**src/design/psd_pkg.sv**
```systemverilog
// Package of the program stream byte demux: word types, class codes and
// parser phase codes. No dependencies.
`default_nettype none

package psd_pkg;

  localparam int PSD_PROGRAM_COUNT_BITS = 8;

  // byte classes
  localparam logic [3:0] CLS_HUNT        = 4'd0;
  localparam logic [3:0] CLS_HEADER      = 4'd1;
  localparam logic [3:0] CLS_PSM         = 4'd2;
  localparam logic [3:0] CLS_ECM         = 4'd3;
  localparam logic [3:0] CLS_INDEX       = 4'd4;
  localparam logic [3:0] CLS_ELEMENTARY  = 4'd5;
  localparam logic [3:0] CLS_METADATA    = 4'd6;
  localparam logic [3:0] CLS_PADDING     = 4'd7;
  localparam logic [3:0] CLS_PROGRAM_END = 4'd8;

  // start code values and stream ids
  localparam logic [7:0] SC_PACK        = 8'hBA;
  localparam logic [7:0] SC_SYSTEM      = 8'hBB;
  localparam logic [7:0] SC_PROGRAM_END = 8'hB9;
  localparam logic [7:0] SID_PSM        = 8'hBC;
  localparam logic [7:0] SID_PADDING    = 8'hBE;
  localparam logic [7:0] SID_INDEX      = 8'hBF;
  localparam logic [7:0] SID_ECM        = 8'hF0;
  localparam logic [7:0] SID_METADATA   = 8'hF1;
  localparam logic [7:0] SID_NOEXT_F2   = 8'hF2;
  localparam logic [7:0] SID_NOEXT_F8   = 8'hF8;
  localparam logic [7:0] SID_NOEXT_FF   = 8'hFF;

  localparam logic [7:0] STUFF_MASK = 8'h07;
  localparam logic [7:0] TS_MASK0   = 8'h0E;
  localparam int         PTS_BIT    = 7;   // 0x80 of second flag byte
  localparam int         DTS_BIT    = 6;   // 0x40 of second flag byte

  // parser phases
  localparam logic [5:0] PH_SC1      = 6'd0;
  localparam logic [5:0] PH_SC2      = 6'd1;
  localparam logic [5:0] PH_SC3      = 6'd2;
  localparam logic [5:0] PH_SC4      = 6'd3;
  localparam logic [5:0] PH_PACK1    = 6'd4;
  localparam logic [5:0] PH_PACK10   = 6'd13;
  localparam logic [5:0] PH_STUFF    = 6'd14;
  localparam logic [5:0] PH_SYS1     = 6'd15;
  localparam logic [5:0] PH_SYS2     = 6'd16;
  localparam logic [5:0] PH_SYSSKIP  = 6'd17;
  localparam logic [5:0] PH_LEN1     = 6'd18;
  localparam logic [5:0] PH_LEN2     = 6'd19;
  localparam logic [5:0] PH_EXT1     = 6'd20;
  localparam logic [5:0] PH_EXT2     = 6'd21;
  localparam logic [5:0] PH_EXT3     = 6'd22;
  localparam logic [5:0] PH_PTS1     = 6'd23;
  localparam logic [5:0] PH_PTS2     = 6'd24;
  localparam logic [5:0] PH_PTS3     = 6'd25;
  localparam logic [5:0] PH_PTS4     = 6'd26;
  localparam logic [5:0] PH_PTS5     = 6'd27;
  localparam logic [5:0] PH_DTS1     = 6'd28;
  localparam logic [5:0] PH_DTS2     = 6'd29;
  localparam logic [5:0] PH_DTS3     = 6'd30;
  localparam logic [5:0] PH_DTS4     = 6'd31;
  localparam logic [5:0] PH_DTS5     = 6'd32;
  localparam logic [5:0] PH_HDR      = 6'd33;
  localparam logic [5:0] PH_DISPATCH = 6'd34;
  localparam logic [5:0] PH_PSM      = 6'd35;
  localparam logic [5:0] PH_ECM      = 6'd36;
  localparam logic [5:0] PH_INDEX    = 6'd37;
  localparam logic [5:0] PH_ES_FIRST = 6'd38;
  localparam logic [5:0] PH_ES       = 6'd39;
  localparam logic [5:0] PH_PAD      = 6'd40;

  typedef struct packed {
    logic [7:0] stream_byte;
  } byte_word_t;

  typedef struct packed {
    logic [3:0]  byte_class;
    logic [7:0]  payload_byte;
    logic [7:0]  packet_stream_id;
    logic        packet_last;
    logic        sample_start;
    logic [32:0] presentation_time;
    logic [32:0] decode_time;
    logic        key_frame;
    logic        scrambled;
    logic        metadata_done;
    logic [7:0]  program_number;
  } result_word_t;

endpackage

`default_nettype wire

```
**src/design/psd_stream_if.sv**
```systemverilog
// Valid/ready stream channel carrying one word per handshake.
// Depends on nothing; the word type is a parameter.
`default_nettype none

interface psd_stream_if #(parameter type word_t = logic [7:0]);
  logic  valid;
  logic  ready;
  word_t word;

  modport source (output valid, output word, input ready);
  modport sink   (input valid, input word, output ready);
endinterface

`default_nettype wire

```
**src/design/program_stream_byte_demux.sv**
```systemverilog
// Program stream byte demux: top level. Uses psd_pkg and psd_stream_if.
// Parses a program stream one byte per word and classifies every byte.
//
// One byte in, one result out, one word per clock sustained. A byte is taken
// whenever the result register is empty or its word is being taken in the
// same cycle, so a full-rate stream flows with no bubbles; the result of a
// byte shows in the cycle after it is accepted. The parser state (phase,
// counters, flag bytes, timestamp shift register) is updated in the same
// edge that loads the result register, so the per-byte path is: resolve any
// zero-length skip, header or payload phase to the phase that really owns
// the byte, then execute that phase. Results carry the byte class (hunt,
// header, psm, ecm, index, elementary, metadata, padding, program end), the
// byte itself for payload classes, the current stream id, last-byte and
// sample-start marks, the latest PTS/DTS (DTS follows PTS when absent), the
// key-frame and scrambling bits of the first PES flag byte, the metadata
// done flag and a wrapping program counter. No configuration registers.
`default_nettype none

module program_stream_byte_demux
  import psd_pkg::*;
#(
  parameter int PROGRAM_COUNT_BITS = PSD_PROGRAM_COUNT_BITS
) (
  input  wire logic          clk,
  input  wire logic          rst,
  psd_stream_if.sink         byte_in,
  psd_stream_if.source       result_out
);

  localparam int PnBits = (PROGRAM_COUNT_BITS < 8) ? PROGRAM_COUNT_BITS : 8;

  // parser state
  logic [5:0]                    phase;
  logic [15:0]                   skip_remaining;
  logic [15:0]                   packet_remaining;
  logic [7:0]                    header_remaining;
  logic [7:0]                    current_stream;
  logic [7:0]                    flag_byte_one;
  logic [7:0]                    flag_byte_two;
  logic [32:0]                   time_shift;
  logic [32:0]                   pts_hold;
  logic [32:0]                   dts_hold;
  logic                          metadata_seen;
  logic [PROGRAM_COUNT_BITS-1:0] program_count;

  logic [5:0]                    phase_next;
  logic [15:0]                   skip_remaining_next;
  logic [15:0]                   packet_remaining_next;
  logic [7:0]                    header_remaining_next;
  logic [7:0]                    current_stream_next;
  logic [7:0]                    flag_byte_one_next;
  logic [7:0]                    flag_byte_two_next;
  logic [32:0]                   time_shift_next;
  logic [32:0]                   pts_hold_next;
  logic [32:0]                   dts_hold_next;
  logic                          metadata_seen_next;
  logic [PROGRAM_COUNT_BITS-1:0] program_count_next;

  // result register
  logic         out_valid;
  result_word_t out_word;
  result_word_t out_word_next;

  logic       accept;
  logic [7:0] b;
  logic [5:0] ph;          // phase that really handles this byte
  logic [3:0] cls;
  logic       last;
  logic       start;

  // Take a new byte when the result register is free or draining now.
  assign byte_in.ready    = !out_valid || result_out.ready;
  assign accept           = byte_in.valid && byte_in.ready;
  assign b                = byte_in.word.stream_byte;
  assign result_out.valid = out_valid;
  assign result_out.word  = out_word;

  // Resolve fall-through phases: zero-length skips, headers and payloads
  // hand the byte on without consuming it.
  always_comb begin
    ph = phase;
    if (ph > PH_PAD) begin
      ph = PH_SC1;
    end
    if ((ph == PH_STUFF || ph == PH_SYSSKIP) && skip_remaining == 16'd0) begin
      ph = PH_SC1;
    end
    if (ph == PH_HDR && header_remaining == 8'd0) begin
      ph = PH_DISPATCH;
    end
    if (ph == PH_DISPATCH) begin
      priority if (current_stream == SID_PSM)     ph = PH_PSM;
      else if (current_stream == SID_PADDING)     ph = PH_PAD;
      else if (current_stream == SID_ECM)         ph = PH_ECM;
      else if (current_stream == SID_INDEX)       ph = PH_INDEX;
      else                                        ph = PH_ES_FIRST;
    end
    if (ph >= PH_PSM && ph <= PH_PAD && packet_remaining == 16'd0) begin
      ph = PH_SC1;
    end
  end

  // Execute the resolved phase on the byte.
  always_comb begin
    phase_next            = ph;
    skip_remaining_next   = skip_remaining;
    packet_remaining_next = packet_remaining;
    header_remaining_next = header_remaining;
    current_stream_next   = current_stream;
    flag_byte_one_next    = flag_byte_one;
    flag_byte_two_next    = flag_byte_two;
    time_shift_next       = time_shift;
    pts_hold_next         = pts_hold;
    dts_hold_next         = dts_hold;
    metadata_seen_next    = metadata_seen;
    program_count_next    = program_count;
    cls                   = CLS_HEADER;
    last                  = 1'b0;
    start                 = 1'b0;

    if (ph >= PH_PACK1 && ph < PH_PACK10) begin
      // fixed pack header bytes: advance only
      phase_next = ph + 6'd1;
    end else if (ph >= PH_PTS1 && ph <= PH_DTS5) begin
      unique case (ph)
        PH_PTS1, PH_DTS1: time_shift_next = 33'(b & TS_MASK0);
        PH_PTS2, PH_DTS2: time_shift_next = (time_shift << 7) | 33'(b);
        PH_PTS3, PH_DTS3: time_shift_next = (time_shift << 7) | 33'(b >> 1);
        PH_PTS4, PH_DTS4: time_shift_next = (time_shift << 8) | 33'(b);
        default:          time_shift_next = (time_shift << 7) | 33'(b >> 1);
      endcase
      if (header_remaining != 8'd0) header_remaining_next = header_remaining - 8'd1;
      if (packet_remaining != 16'd0) packet_remaining_next = packet_remaining - 16'd1;
      if (ph == PH_PTS5) begin
        pts_hold_next = time_shift_next;
        if (flag_byte_two[DTS_BIT]) begin
          phase_next = PH_DTS1;
        end else begin
          dts_hold_next = time_shift_next;
          phase_next    = PH_HDR;
        end
      end else if (ph == PH_DTS5) begin
        dts_hold_next = time_shift_next;
        phase_next    = PH_HDR;
      end else begin
        phase_next = ph + 6'd1;
      end
    end else if (ph >= PH_PSM && ph <= PH_PAD) begin
      // payload byte; packet_remaining is nonzero here
      unique case (ph)
        PH_PSM:   cls = CLS_PSM;
        PH_ECM:   cls = CLS_ECM;
        PH_INDEX: cls = CLS_INDEX;
        PH_PAD:   cls = CLS_PADDING;
        default:  cls = (current_stream == SID_METADATA) ? CLS_METADATA
                                                         : CLS_ELEMENTARY;
      endcase
      if (ph == PH_ES_FIRST) begin
        start      = (cls == CLS_ELEMENTARY) && flag_byte_two[PTS_BIT];
        phase_next = PH_ES;
      end
      packet_remaining_next = packet_remaining - 16'd1;
      if (packet_remaining_next == 16'd0) begin
        last       = 1'b1;
        phase_next = PH_SC1;
      end
    end else begin
      unique case (ph)
        PH_SC1: begin
          cls = CLS_HUNT;
          if (b == 8'h00) phase_next = PH_SC2;
        end
        PH_SC2: begin
          cls        = CLS_HUNT;
          phase_next = (b == 8'h00) ? PH_SC3 : PH_SC1;
        end
        PH_SC3: begin
          cls = CLS_HUNT;
          if (b == 8'h01) phase_next = PH_SC4;
          else if (b != 8'h00) phase_next = PH_SC1;
        end
        PH_SC4: begin
          priority if (b == SC_PACK) begin
            phase_next = PH_PACK1;
          end else if (b == SC_SYSTEM) begin
            phase_next = PH_SYS1;
          end else if (b == SC_PROGRAM_END) begin
            cls                = CLS_PROGRAM_END;
            metadata_seen_next = 1'b1;
            pts_hold_next      = '0;
            dts_hold_next      = '0;
            program_count_next = program_count + PROGRAM_COUNT_BITS'(1);
            phase_next         = PH_SC1;
          end else begin
            current_stream_next = b;
            if (b != SID_PSM && b != SID_INDEX && b != SID_ECM &&
                b != SID_METADATA && b != SID_PADDING) begin
              metadata_seen_next = 1'b1;
            end
            phase_next = PH_LEN1;
          end
        end
        PH_PACK10: begin
          skip_remaining_next = 16'(b & STUFF_MASK);
          phase_next          = PH_STUFF;
        end
        PH_SYS1: begin
          skip_remaining_next = {b, 8'h00};
          phase_next          = PH_SYS2;
        end
        PH_SYS2: begin
          skip_remaining_next = {skip_remaining[15:8], b};
          phase_next          = PH_SYSSKIP;
        end
        PH_STUFF, PH_SYSSKIP: begin
          // skip_remaining is nonzero here
          skip_remaining_next = skip_remaining - 16'd1;
          if (skip_remaining_next == 16'd0) phase_next = PH_SC1;
        end
        PH_LEN1: begin
          packet_remaining_next = {b, 8'h00};
          phase_next            = PH_LEN2;
        end
        PH_LEN2: begin
          packet_remaining_next = {packet_remaining[15:8], b};
          if (current_stream != SID_PSM && current_stream != SID_PADDING &&
              current_stream != SID_INDEX && current_stream != SID_ECM &&
              current_stream != SID_NOEXT_F2 && current_stream != SID_NOEXT_F8 &&
              current_stream != SID_NOEXT_FF) begin
            phase_next = PH_EXT1;
          end else begin
            flag_byte_one_next    = '0;
            flag_byte_two_next    = '0;
            header_remaining_next = '0;
            phase_next            = PH_DISPATCH;
          end
        end
        PH_EXT1: begin
          flag_byte_one_next = b;
          if (packet_remaining != 16'd0) packet_remaining_next = packet_remaining - 16'd1;
          phase_next = PH_EXT2;
        end
        PH_EXT2: begin
          flag_byte_two_next = b;
          if (packet_remaining != 16'd0) packet_remaining_next = packet_remaining - 16'd1;
          phase_next = PH_EXT3;
        end
        PH_EXT3: begin
          header_remaining_next = b;
          if (packet_remaining != 16'd0) packet_remaining_next = packet_remaining - 16'd1;
          phase_next = flag_byte_two[PTS_BIT] ? PH_PTS1 : PH_HDR;
        end
        PH_HDR: begin
          // header_remaining is nonzero here
          header_remaining_next = header_remaining - 8'd1;
          if (packet_remaining != 16'd0) packet_remaining_next = packet_remaining - 16'd1;
          if (header_remaining_next == 8'd0) phase_next = PH_DISPATCH;
        end
        default: begin
          phase_next = PH_SC1;
        end
      endcase
    end
  end

  // Build the result word from the state after this byte.
  always_comb begin
    out_word_next.byte_class        = cls;
    out_word_next.payload_byte      = (cls >= CLS_PSM && cls <= CLS_PADDING) ? b : 8'h00;
    out_word_next.packet_stream_id  = current_stream_next;
    out_word_next.packet_last       = last;
    out_word_next.sample_start      = start;
    out_word_next.presentation_time = pts_hold_next;
    out_word_next.decode_time       = dts_hold_next;
    out_word_next.key_frame         = flag_byte_one_next[2];
    out_word_next.scrambled         = |flag_byte_one_next[5:4];
    out_word_next.metadata_done     = metadata_seen_next;
    out_word_next.program_number    = 8'(program_count_next[PnBits-1:0]);
  end

  // Parser state: advance once per accepted byte.
  always_ff @(posedge clk) begin
    if (rst) begin
      phase            <= PH_SC1;
      skip_remaining   <= '0;
      packet_remaining <= '0;
      header_remaining <= '0;
      current_stream   <= '0;
      flag_byte_one    <= '0;
      flag_byte_two    <= '0;
      time_shift       <= '0;
      pts_hold         <= '0;
      dts_hold         <= '0;
      metadata_seen    <= 1'b0;
      program_count    <= '0;
    end else if (accept) begin
      phase            <= phase_next;
      skip_remaining   <= skip_remaining_next;
      packet_remaining <= packet_remaining_next;
      header_remaining <= header_remaining_next;
      current_stream   <= current_stream_next;
      flag_byte_one    <= flag_byte_one_next;
      flag_byte_two    <= flag_byte_two_next;
      time_shift       <= time_shift_next;
      pts_hold         <= pts_hold_next;
      dts_hold         <= dts_hold_next;
      metadata_seen    <= metadata_seen_next;
      program_count    <= program_count_next;
    end
  end

  // Result register: load on accept, drop when taken, hold otherwise.
  always_ff @(posedge clk) begin
    if (rst) begin
      out_valid <= 1'b0;
    end else if (accept) begin
      out_valid <= 1'b1;
    end else if (result_out.ready) begin
      out_valid <= 1'b0;
    end
  end

  always_ff @(posedge clk) begin
    if (accept) begin
      out_word <= out_word_next;
    end
  end

endmodule

`default_nettype wire

```
**src/flat_wrapper.sv**
```systemverilog
// flat-port wrapper written by rule: the top's interface ports become plain ports
module program_stream_byte_demux_flat import psd_pkg::*;
#(
  parameter int PROGRAM_COUNT_BITS = PSD_PROGRAM_COUNT_BITS
)
  (clk, rst, byte_in_valid, byte_in_word, byte_in_ready, result_out_valid, result_out_word, result_out_ready);
  psd_stream_if #(.word_t(byte_word_t)) byte_in_i ();
  psd_stream_if #(.word_t(result_word_t)) result_out_i ();
  input  wire logic clk;
  input  wire logic rst;
  input wire logic [$bits(byte_in_i.valid)-1:0] byte_in_valid;
  input wire logic [$bits(byte_in_i.word)-1:0] byte_in_word;
  output wire logic [$bits(byte_in_i.ready)-1:0] byte_in_ready;
  output wire logic [$bits(result_out_i.valid)-1:0] result_out_valid;
  output wire logic [$bits(result_out_i.word)-1:0] result_out_word;
  input wire logic [$bits(result_out_i.ready)-1:0] result_out_ready;
  assign byte_in_i.valid = byte_in_valid;
  assign byte_in_i.word = byte_in_word;
  assign byte_in_ready = byte_in_i.ready;
  assign result_out_valid = result_out_i.valid;
  assign result_out_word = result_out_i.word;
  assign result_out_i.ready = result_out_ready;
  program_stream_byte_demux #(.PROGRAM_COUNT_BITS(PROGRAM_COUNT_BITS)) u_core (.clk(clk), .rst(rst), .byte_in(byte_in_i), .result_out(result_out_i));
endmodule
```
**config.mk**
```make
export PLATFORM = sky130hd
export DESIGN_NAME = program_stream_byte_demux_flat
export DESIGN_NICKNAME = d
export VERILOG_FILES = /design/src/design/psd_pkg.sv /design/src/design/psd_stream_if.sv /design/src/design/program_stream_byte_demux.sv /design/src/flat_wrapper.sv
export SDC_FILE = /design/constraint.sdc
export NUM_CORES = 1
export LEC_CHECK = 0
export BUFFER_PORTS_ARGS = -buffer_cell sky130_fd_sc_hd__buf_4
export CAP_MARGIN = 20
export CORE_MARGIN = 8
export CORE_UTILIZATION = 65
export CTS_CLUSTER_SIZE = 24
export DETAILED_ROUTE_END_ITERATION = 10
export MAX_ROUTING_LAYER = met4
export PLACE_DENSITY = 0.93
export SETUP_SLACK_MARGIN = 0.3
export SLEW_MARGIN = 5
export SYNTH_ARGS = -nofsm -noshare
export SYNTH_HDL_FRONTEND = slang
export SYNTH_SLANG_ARGS = --single-unit
```
**constraint.sdc**
```tcl
create_clock -name clk -period 13.6 [get_ports clk]
set_input_delay 0.68 -clock clk [delete_from_list [all_inputs] [get_ports clk]]
set_output_delay 0.68 -clock clk [all_outputs]
set_load 0.02 [all_outputs]
```
==> out/results.ini, run 1 <==
[outcome]
outcome = completed

[layout]
syn2layout_area_growth_pct = 14.4
multiInputGateArea_sq_mm = 0.00635
fin_nets = 1478
diodes = 0
fillCellCount = 1368
seqCellArea_sq_mm = 0.00620
fin_util = 0.747
drive_gt1_frac = 0.153

[cts]
cts_sinks = 260
clockBufferDepth = 3
cts_tree = done
cts_setup_buffers = 0
holdBufCountCts = 0
clkLatencyLatePin_ps = 540
root_buffer = clkbuf_16
cts_buffers = 26
htree_num_levels = 1
clkTransAtPathRegs_ps = 60
cts_resized = 0

[pwr]
seqPwrFrac = 0.468
internal-power_mw = 1.34
power_density_mw_per_mm2 = 121
worst_ir_drop_vdd_mv = 0.0951
power_leakage_nw = 5.28
power_switching_uw = 460
netSwitchingFraction = 0.255
power_frac_comb = 0.115
p_clk_frac = 0.417

[setup_path]
crit_required_ps = 14040
crit_arrival_ps = 7030
critPathLaunchType = register
worst_setup_path_end_kind = register
path_max_fanout = 25
r2r_cells = 17
path_class = reg -> reg

[die]
start_util = 0.653
coreArea_sq_mm = 0.0200
die-width_um = 158
dieArea_sq_mm = 0.0249
die_height_um = 158
row_count = 52
io_pins = 113

[worst_hold_path]
hold_class = in -> reg
holdPathStages = 3

[global_routing]
grt_usage = 0.334
overflow = 0
grt_pass1_vias = 11500
grt_max_degree = 88
antenna_found_initial = 0
grt_pass1_wl_um = 63900

[timing]
skew_ps = 16.5
finalHoldViolCount = 0
setup_tns_ps = 0
slew_headroom = 0.244
setup_violations = 0
fmax_mhz = 152
worst_pin_slew_ps = 1130
rsz0062_at_grt = no
slew_viol_final = 0
min_period_ps = 6590
finalCritPeriodShare = 0.485

[route]
first_iter_violations = 1443
first_pass_iters = 6
num_vias = 12100
routed_wl_um = 41600
vias_per_cell = 6.96
ant_nets = 0
avgRoutedWirePerCell_um = 23.8
drc = 0

[placed_design]
io_buffers = 112
place_congestion = 1.05
hpwl_um = 27300

[flow_run]
cap_violations = 0

[yosys]
yosys.area.top_type = dfxtp_1
synth-main-ff-cell = dfxtp_1
syn_avg_cell_area_sq_um = 9.41
netlist_area_sq_mm = 0.0130
syn_inst = 1386
yosysWarnings = 0
synth_seq_area_share = 0.475
async_reset_ff_frac = 0
synth_area_leaders = dfxtp_1 25%, edfxtp_1 23%, o2bb2ai_1 6.0%
synth_edf_count = 99
synth_nets = 1410
synth_cell_types = 95
synth-seq-cells = 260
synth_top_area_share = 0.247

-- layout by cell type, fill, tap and decap left out, drive strengths merged, types with 19 or more instances in the layout --
cell / Yosys / routed
clkbuf: 63 / 32
a22o: 19 / 19
buf: 30 / 133
nand3: 32 / 32
a22oi: 39 / 39
a211oi: 37 / 37
xnor2: 20 / 20
o21ai: 100 / 100
a21oi: 66 / 66
nor4: 20 / 20
dfxtp: 161 / 161
nor2: 131 / 131
nand2: 146 / 146
inv: 28 / 29
o2bb2ai: 90 / 90
nor3: 46 / 46
edfxtp: 99 / 99
-- state kept, by name (all words and copies together) (netlist names) --
| signal | flops |
|---|---|
| u_core.time_shift | 26 |
| u_core.flag_byte_one | 3 |
| u_core.packet_remaining | 16 |
| u_core.skip_remaining | 16 |
| u_core.result_out.valid | 1 |
| u_core.flag_byte_two | 2 |
| u_core.result_out.word | 99 |
| u_core.phase | 6 |
| u_core.program_count | 8 |
| u_core.pts_hold | 33 |
| u_core.dts_hold | 33 |
| u_core.metadata_seen | 1 |
| u_core.current_stream | 8 |
| u_core.header_remaining | 8 |
-- critical path: stages, from the launching register on --
cell and delay, ps:
dfxtp_1 380, inv_1 80, ha_1 240, nor3b_1 550, and3_1 280, o2111a_2 400, nor3b_1 190, o21ai_2 420
a21o_1 270, nand2_1 190, inv_1 180, ha_1 600, clkinv_1 540, nor4_4 730, nand2_1 280, a31oi_2 550
buf_4 410, o2bb2ai_1 180
-- per-stage QoR --
step	hold WS (ps)	cell area [sq um]	worst slack, ps	cells	total power [mW]
2_1_floorplan	432	13000	8750	1386	0.992
5_1_grt	450	14900	6710	1744	1.85
6_report	428	14900	7010	1744	1.80
3_5_place_dp	446	14000	7120	1693	1.06
3_3_place_gp	444	14000	7410	1692	1.06
4_1_cts	417	14900	7070	1741	1.80
-- power groups by stage --
stage	logic (mW)	clock network (mW)	registers (mW)
global placement	0.197	0	0.859
global route	0.220	0.786	0.846
floorplan	0.115	0	0.878
finish	0.207	0.752	0.844
detailed placement	0.200	0	0.860
CTS	0.202	0.753	0.844
-- Yosys cell counts (all sizes together), types with 14 or more instances --
cell and instances:
a211oi 37, a21oi 66, a22o 19, a22oi 39
and3 17, buf 30, clkbuf 63, dfxtp 161
edfxtp 99, inv 28, nand2 146, nand3 32
nand4 15, nor2 131, nor3 46, nor4 20
o211ai 14, o21ai 100, o2bb2ai 90, xnor2 20
-- logic make-up (layout without fill, tap and decap cells) --
kind of cell             count (synthesis)  count (layout)  share of synthesized area
AO/OA/AOI/OAI                          488             488                      0.274
AND/OR/NAND/NOR                        460             460                      0.169
flip-flops                             260             260                      0.475
buffers and inverters                  123             211                     0.0399
XOR/XNOR                                33              33                     0.0222
adder cells (fa/ha/maj)                 12              12                     0.0115
multiplexers                            10              10                    0.00806
-- area by class of cell --
| type | count | area share |
|---|---|---|
| multi-input combinational | 1003 | 0.425 |
| clock inverter | 16 | 0.0126 |
| clock buffer | 32 | 0.0479 |
| timing repair buffer | 133 | 0.0686 |
| sequential | 260 | 0.415 |
| inverter | 30 | 0.00771 |
| tap | 270 | 0.0226 |
-- worst paths after layout --
path	endpoint	slack (ps)	start
max	u_core.dts_hold[19]	7010	u_core.skip_remaining[0]
min	u_core.result_out.valid	430	byte_in_valid
max reg2reg	u_core.dts_hold[19]	7010	u_core.skip_remaining[0]
min reg2reg	u_core.pts_hold[25]	460	u_core.pts_hold[25]
-- metal layers --
| layer | up-vias | part of all wire | track usage |
|---|---|---|---|
| li1 | 5435 | - | - |
| met1 | 5781 | 0.38 | 0.407 |
| met2 | 774 | 0.49 | 0.545 |
| met3 | 150 | 0.091 | 0.0442 |
| met4 | 0 | 0.042 | 0.153 |
| met5 | - | 0 | - |
(Power assumes the default switching activity.)
==> run 2: changes to the inputs <==
--- a/config.mk
+++ b/config.mk
@@ -8,11 +8,11 @@
 export BUFFER_PORTS_ARGS = -buffer_cell sky130_fd_sc_hd__buf_4
 export CAP_MARGIN = 20
 export CORE_MARGIN = 8
-export CORE_UTILIZATION = 65
+export CORE_UTILIZATION = 54
 export CTS_CLUSTER_SIZE = 24
 export DETAILED_ROUTE_END_ITERATION = 10
 export MAX_ROUTING_LAYER = met4
-export PLACE_DENSITY = 0.93
+export PLACE_DENSITY = 0.83
 export SETUP_SLACK_MARGIN = 0.3
 export SLEW_MARGIN = 5
 export SYNTH_ARGS = -nofsm -noshare
==> constraint.sdc (replaced) <==
create_clock -name clk -period 5.63 [get_ports clk]
set_input_delay 0.2815 -clock clk [delete_from_list [all_inputs] [get_ports clk]]
set_output_delay 0.2815 -clock clk [all_outputs]
set_load 0.02 [all_outputs]
==> run 2 against run 1 <==
Compared with the run above: clock power grew 140%; sequential cell count is the same; clock-buffer cell count grew 6; via count grew 0.44%; clock skew shrank 4.8 ps; sequential power grew 140%; total power grew 140%; sequential share of layout area shrank 1.5 points; non-clock buffer count grew 59; largest power group unchanged; highest routed layer unchanged.
==> out/results.ini, run 2 (synthesis results as in run 1) <==
[setup_path]
crit_arrival_ps = 5420  ; -1610 ps
critPathLaunch = u_core.skip_remaining[0]
worst_setup_path_end_kind = register
r2r_end = u_core.packet_remaining[9]
r2r_slack_ps = 650  ; -6360 ps
crit_required_ps = 6070  ; -7970 ps
path_class = reg -> reg
critPathLaunchType = register
r2r_cells = 18  ; +1
worstReg2RegStart = u_core.skip_remaining[0]
endpoint = u_core.packet_remaining[9]
path_max_fanout = 15  ; -40%

[placed_design]
io_buffers = 112  ; unchanged
pre_cts_ws_ps = 397  ; -6720 ps
hpwl_um = 28800  ; +5.8%
place_congestion = 1.05  ; +0.54%

[route]
first_pass_iters = 6  ; unchanged
avgRoutedWirePerCell_um = 22.8  ; -4.4%
vias_per_cell = 6.56  ; -5.7%
drc = 0  ; unchanged
num_vias = 12200  ; +0.44%
first_iter_violations = 1415  ; -1.9%
routed_wl_um = 42400  ; +1.9%
ant_nets = 0  ; unchanged

[worst_hold_path]
hold_class = in -> reg

[pwr]
power_leakage_nw = 5.58  ; +5.6%
p_clk_frac = 0.415  ; -0.002
netSwitchingFraction = 0.257  ; +0.00192
worst_ir_drop_vdd_mv = 0.275  ; +190%
power_switching_mw = 1.13  ; +150%
power_frac_comb = 0.121  ; +0.006
internal-power_mw = 3.27  ; +140%
seqPwrFrac = 0.464  ; -0.004
power_density_mw_per_mm2 = 285  ; +140%

[timing]
worst_pin_slew_ps = 899  ; -235 ps
min_period_ps = 4980  ; -1610 ps
finalHoldViolCount = 0  ; unchanged
rsz0062_at_grt = no
fmax_mhz = 201  ; +32%
postLayoutSetupSlackWorst_ps = 650  ; -6360 ps
setup_violations = 0  ; unchanged
setup_tns_ps = 0  ; unchanged
skew_ps = 11.7  ; -4.84 ps
finalCritPeriodShare = 0.885  ; +0.400
slew_headroom = 0.395  ; +0.151
slew_viol_final = 0  ; unchanged

[layout]
fin_util = 0.644  ; -0.103
diodes = 0  ; unchanged
fillCellCount = 1905  ; +39%
fin_nets = 1538  ; +4.1%
drive_gt1_frac = 0.188  ; +0.0344
syn2layout_area_growth_pct = 18.6
layout_common_cells = 188 x buf_4, 161 x dfxtp_1, 145 x nand2_1, 125 x nor2_1, 99 x edfxtp_1
mostFrequentLayoutCell = buf_4
largest_register_ffs = 99  ; unchanged

[cts]
cts_buffers = 27  ; +3.8%
root_buffer = clkbuf_16
clkLatencyLatePin_ps = 530  ; about the same
cts_tree = done
htree_num_levels = 1  ; unchanged
cts_sinks = 260  ; unchanged
cts_setup_buffers = 0  ; unchanged
clockBufferDepth = 3  ; unchanged
clkTransAtPathRegs_ps = 60  ; about the same

[die]
start_util = 0.543  ; -0.110
coreArea_sq_mm = 0.0240  ; +20%
dieArea_sq_mm = 0.0294  ; +18%
row_count = 57  ; +9.6%
io_pins = 113  ; unchanged
die-width_um = 171  ; +8.7%
die_height_um = 171  ; +8.7%

[global_routing]
grt_pass1_vias = 11500  ; +0.39%
grt_max_degree = 64  ; -27%
antenna_found_initial = 0  ; unchanged
grt_usage = 0.287  ; -0.0461
overflow = 0  ; unchanged
grt_pass1_wl_um = 65100  ; +1.8%

[flow_run]
cap_violations = 0  ; unchanged

[outcome]
outcome = completed

## run 2: cell count changes in the layout (fill, tap and decap cells not counted), sizes merged
cell         delta
clkinvlp        +1
bufinv          -1
buf            +58
dlygate4sd3     +1
inv             +1
clkbuf          +6
clkinv          -6
## run 2: cell type report
cell class                 count  area [sq um]  share of cell area
clock inverter                11           148             0.00954
timing repair buffer         192          1480              0.0954
multi-input combinational   1003          6360               0.411
inverter                      30           115             0.00744
clock buffer                  38           767              0.0496
sequential                   260          6200               0.400
tap                          324           405              0.0262
## run 2: how the worst min path moves through the flow
stage / start / to / cells after the start
2_1_floorplan: byte_in_valid / u_core.result_out.valid / 2
3_3_place_gp: u_core.dts_hold[20] / u_core.dts_hold[20] / 1
3_5_place_dp: u_core.pts_hold[21] / u_core.pts_hold[21] / 1
4_1_cts: result_out_ready / u_core.result_out.valid / 3
5_1_grt: result_out_ready / u_core.result_out.valid / 3
6_report: result_out_ready / u_core.result_out.valid / 3
## run 2: metrics by stage
| step | hold WS, ps | power (mW) | std cells | instance area [sq um] |
|---|---|---|---|---|
| final | 85.3 | 4.40 | 1858 | 15500 |
| after global routing | 73.3 | 4.54 | 1858 | 15500 |
| after CTS | 67.7 | 4.42 | 1857 | 15400 |
| after detailed placement | 446 | 2.60 | 1807 | 14500 |
| after global placement | 444 | 2.59 | 1807 | 14500 |
| after floorplan | 411 | 2.40 | 1386 | 13000 |
## run 2: per-layer routing
metal  track usage  routed length, um  vias to the layer above
met1         0.350              16400                     5816
met2         0.468              20300                      691
li1              -                  -                     5558
met3        0.0461               3850                      129
met4         0.126               1850                        0
met5             -                  0                        -
## run 2: worst max-delay path, stage by stage, from the launching register on
cell and delay (ps):
dfxtp_1 440, inv_1 80, ha_1 260, nor3b_4 190, and3_1 180, o2111a_2 260, nor3b_1 660, o21ai_2 120
a21o_1 250, nand2_1 190, ha_1 420, o211a_1 220, and3_1 510, a211oi_2 110, buf_4 190, a311oi_2 200
buf_4 220, nand2_1 140, o221ai_1 240
## run 2: what timing repair did
action                                  4_1_cts  5_1_grt
resized for setup                             0        4
endpoints found under the setup margin        0       93
hold endpoints to repair                      1        0
hold buffers                                  1        0
## run 2: power by group through the flow
| stage | Combinational, mW | Clock (mW) | Sequential [mW] |
|---|---|---|---|
| 2_1_floorplan | 0.277 | 0 | 2.12 |
| 3_3_place_gp | 0.514 | 0 | 2.08 |
| 3_5_place_dp | 0.520 | 0 | 2.08 |
| 4_1_cts | 0.523 | 1.85 | 2.04 |
| 5_1_grt | 0.564 | 1.93 | 2.05 |
| 6_report | 0.533 | 1.83 | 2.04 |
==> run 3: changes to the inputs <==
--- a/config.mk
+++ b/config.mk
@@ -6,13 +6,14 @@
 export NUM_CORES = 1
 export LEC_CHECK = 0
 export BUFFER_PORTS_ARGS = -buffer_cell sky130_fd_sc_hd__buf_4
-export CAP_MARGIN = 20
+export CAP_MARGIN = 25
 export CORE_MARGIN = 8
-export CORE_UTILIZATION = 54
+export CORE_UTILIZATION = 56
+export CTS_BUF_LIST = sky130_fd_sc_hd__clkbuf_4
 export CTS_CLUSTER_SIZE = 24
 export DETAILED_ROUTE_END_ITERATION = 10
 export MAX_ROUTING_LAYER = met4
-export PLACE_DENSITY = 0.83
+export PLACE_DENSITY = 0.86
 export SETUP_SLACK_MARGIN = 0.3
 export SLEW_MARGIN = 5
 export SYNTH_ARGS = -nofsm -noshare
==> run 3 against run 2 <==
Compared with the run above: register-to-register slack worse by 20 ps; combinational power about the same; clock skew increased by 50 ps; die area shrank 3.2%; wire length up 1.2%; hold slack improved by 56 ps; largest cell class unchanged; largest power group unchanged; highest routed layer unchanged.
==> out/results.ini, run 3 (synthesis results as in run 1) <==
[die]
die_height_um = 169  ; -1.6%
dieArea_sq_mm = 0.0284  ; -3.2%
row_count = 56  ; -1.8%
start_util = 0.563  ; +0.0197
coreArea_sq_mm = 0.0232  ; -3.5%
io_pins = 113  ; unchanged
die-width_um = 169  ; -1.6%

[cts]
cts_sinks = 260  ; unchanged
cts_buffers = 69  ; +160%
clkTransAtPathRegs_ps = 60  ; about the same
clockBufferDepth = 3  ; unchanged
clkLatencyLatePin_ps = 680  ; +150 ps
htree_num_levels = 3  ; +2
root_buffer = clkbuf_4
cts_tree = done

[outcome]
outcome = completed

[layout]
seqCellArea_sq_mm = 0.00620  ; unchanged
layout_common_cells = 178 x buf_4, 161 x dfxtp_1, 145 x nand2_1, 125 x nor2_1, 111 x clkbuf_4
mostFrequentLayoutCell = buf_4
largest_register_ffs = 99  ; unchanged
drive_gt1_frac = 0.222  ; +0.0345
syn2layout_area_growth_pct = 19.2
fin_nets = 1580  ; +2.7%
fillCellCount = 1812  ; -4.9%
multiInputGateArea_sq_mm = 0.00637  ; about the same

[setup_path]
path_max_fanout = 15  ; unchanged
worst_setup_path_end_kind = register
endpoint = u_core.packet_remaining[12]
crit_arrival_ps = 5520  ; +100 ps
path_class = reg -> reg
worstReg2RegStart = u_core.skip_remaining[0]
r2r_cells = 18  ; unchanged
critPathLaunchType = register
r2r_slack_ps = 630  ; -20 ps
critPathLaunch = u_core.skip_remaining[0]
r2r_end = u_core.packet_remaining[12]
crit_required_ps = 6160  ; +90 ps

[global_routing]
overflow = 0  ; unchanged
grt_usage = 0.302  ; +0.0145
grt_pass1_vias = 12100  ; +4.5%
grt_max_degree = 70  ; +9.4%
grt_pass1_wl_um = 67000  ; +2.9%
antenna_found_initial = 1  ; +1

[pwr]
netSwitchingFraction = 0.273  ; +0.0165
power_switching_mw = 1.19  ; +5.5%
p_clk_frac = 0.409  ; -0.006
internal-power_mw = 3.17  ; -3.1%
finalPower_mw = 4.36  ; -0.88%
power_leakage_nw = 5.69  ; +2.1%
power_density_mw_per_mm2 = 281  ; -1.4%
seqPwrFrac = 0.468  ; +0.004
power_frac_comb = 0.122  ; about the same
worst_ir_drop_vdd_mv = 0.163  ; -41%

[route]
avgRoutedWirePerCell_um = 22.2  ; -2.6%
drc = 0  ; unchanged
wl_met2_um = 20800  ; +2.2%
first_iter_violations = 1297  ; -8.3%
top_layer = met4
m1WireLength_um = 16400  ; +0.40%
num_vias = 12600  ; +3.5%
first_pass_iters = 6  ; unchanged
ant_nets = 0  ; unchanged
routed_wl_um = 42900  ; +1.2%
vias_per_cell = 6.54  ; -0.40%
met3_length_um = 3600  ; -6.5%

[timing]
slew_headroom = 0.339  ; -0.0561
min_period_ps = 5000  ; +16.7 ps
setup_tns_ps = 0  ; unchanged
slew_viol_final = 0  ; unchanged
skew_ps = 61.6  ; +49.9 ps
rsz0062_at_grt = no
setup_violations = 0  ; unchanged
fmax_mhz = 200  ; -0.33%
worst_pin_slew_ps = 984  ; +84.9 ps
finalCritPeriodShare = 0.887  ; +0.00297
finalHoldViolCount = 0  ; unchanged

[placed_design]
place_congestion = 1.05  ; -0.11%
hpwl_um = 28600  ; -0.88%
io_buffers = 112  ; unchanged

[worst_hold_path]
holdPathStages = 3  ; unchanged
hold_start = byte_in_word[6]
hold_class = in -> reg

[flow_run]
cap_violations = 0  ; unchanged

run 3: area by class of cell:
cell class                      count  share of cell area
Antenna cell                        1            0.000161
Clock buffer                      111              0.0536
Clock inverter                     15             0.00756
Inverter                           30             0.00740
Multi-Input combinational cell   1003               0.409
Sequential cell                   260               0.398
Tap cell                          319              0.0257
Timing Repair Buffer              192              0.0978
run 3: how the worst min path moves through the flow:
stage	slack [ps]	to
after floorplan	410	u_core.result_out.valid
after global placement	440	u_core.pts_hold[13]
after detailed placement	450	u_core.pts_hold[15]
after CTS	90	u_core.current_stream[6]
after global routing	110	u_core.header_remaining[6]
final	140	u_core.flag_byte_two[6]
run 3: critical path, stage by stage, from the launching register on:
cell	delay, ps
dfxtp_1	370
inv_1	80
ha_1	230
nor3b_2	340
and3_1	250
o2111a_2	400
a2bb2oi_1	280
o21ba_2	280
a21o_1	210
nand2_1	160
ha_1	380
o211a_1	170
and3_1	340
buf_4	230
nor4_1	420
o21ai_1	150
buf_4	200
a32oi_1	200
o221ai_1	150
run 3: power groups by stage:
stage | Clock [mW] | Sequential, mW | Combinational, mW
6_report | 1.79 | 2.04 | 0.534
5_1_grt | 1.91 | 2.05 | 0.566
4_1_cts | 1.81 | 2.04 | 0.522
3_5_place_dp | 0 | 2.08 | 0.515
3_3_place_gp | 0 | 2.08 | 0.510
2_1_floorplan | 0 | 2.12 | 0.277
run 3: repair_timing:
action                     4_1_cts  5_1_grt
buffers inserted                 0        2
hold buffers                     9        0
hold endpoints to repair        11        0
gates resized for setup          0        7
setup endpoints to repair        0      186
run 3: per-stage QoR:
step / setup slack [ps] / hold WS (ps) / util / instance area (sq um) / std cells
final: 633 / 142 / 0.671 / 15600 / 1931
after global routing: 310 / 110 / 0.671 / 15600 / 1931
after CTS: 392 / 87.0 / 0.668 / 15500 / 1927
after detailed placement: 429 / 446 / 0.623 / 14500 / 1792
after global placement: 581 / 444 / 0.623 / 14500 / 1792
after floorplan: 1080 / 411 / - / 13000 / 1386
run 3: layer usage:
| layer | vias up | GRT usage |
|---|---|---|
| met4 | 0 | 0.153 |
| met3 | 170 | 0.0543 |
| met1 | 6038 | 0.353 |
| met5 | - | - |
| met2 | 719 | 0.496 |
| li1 | 5696 | - |
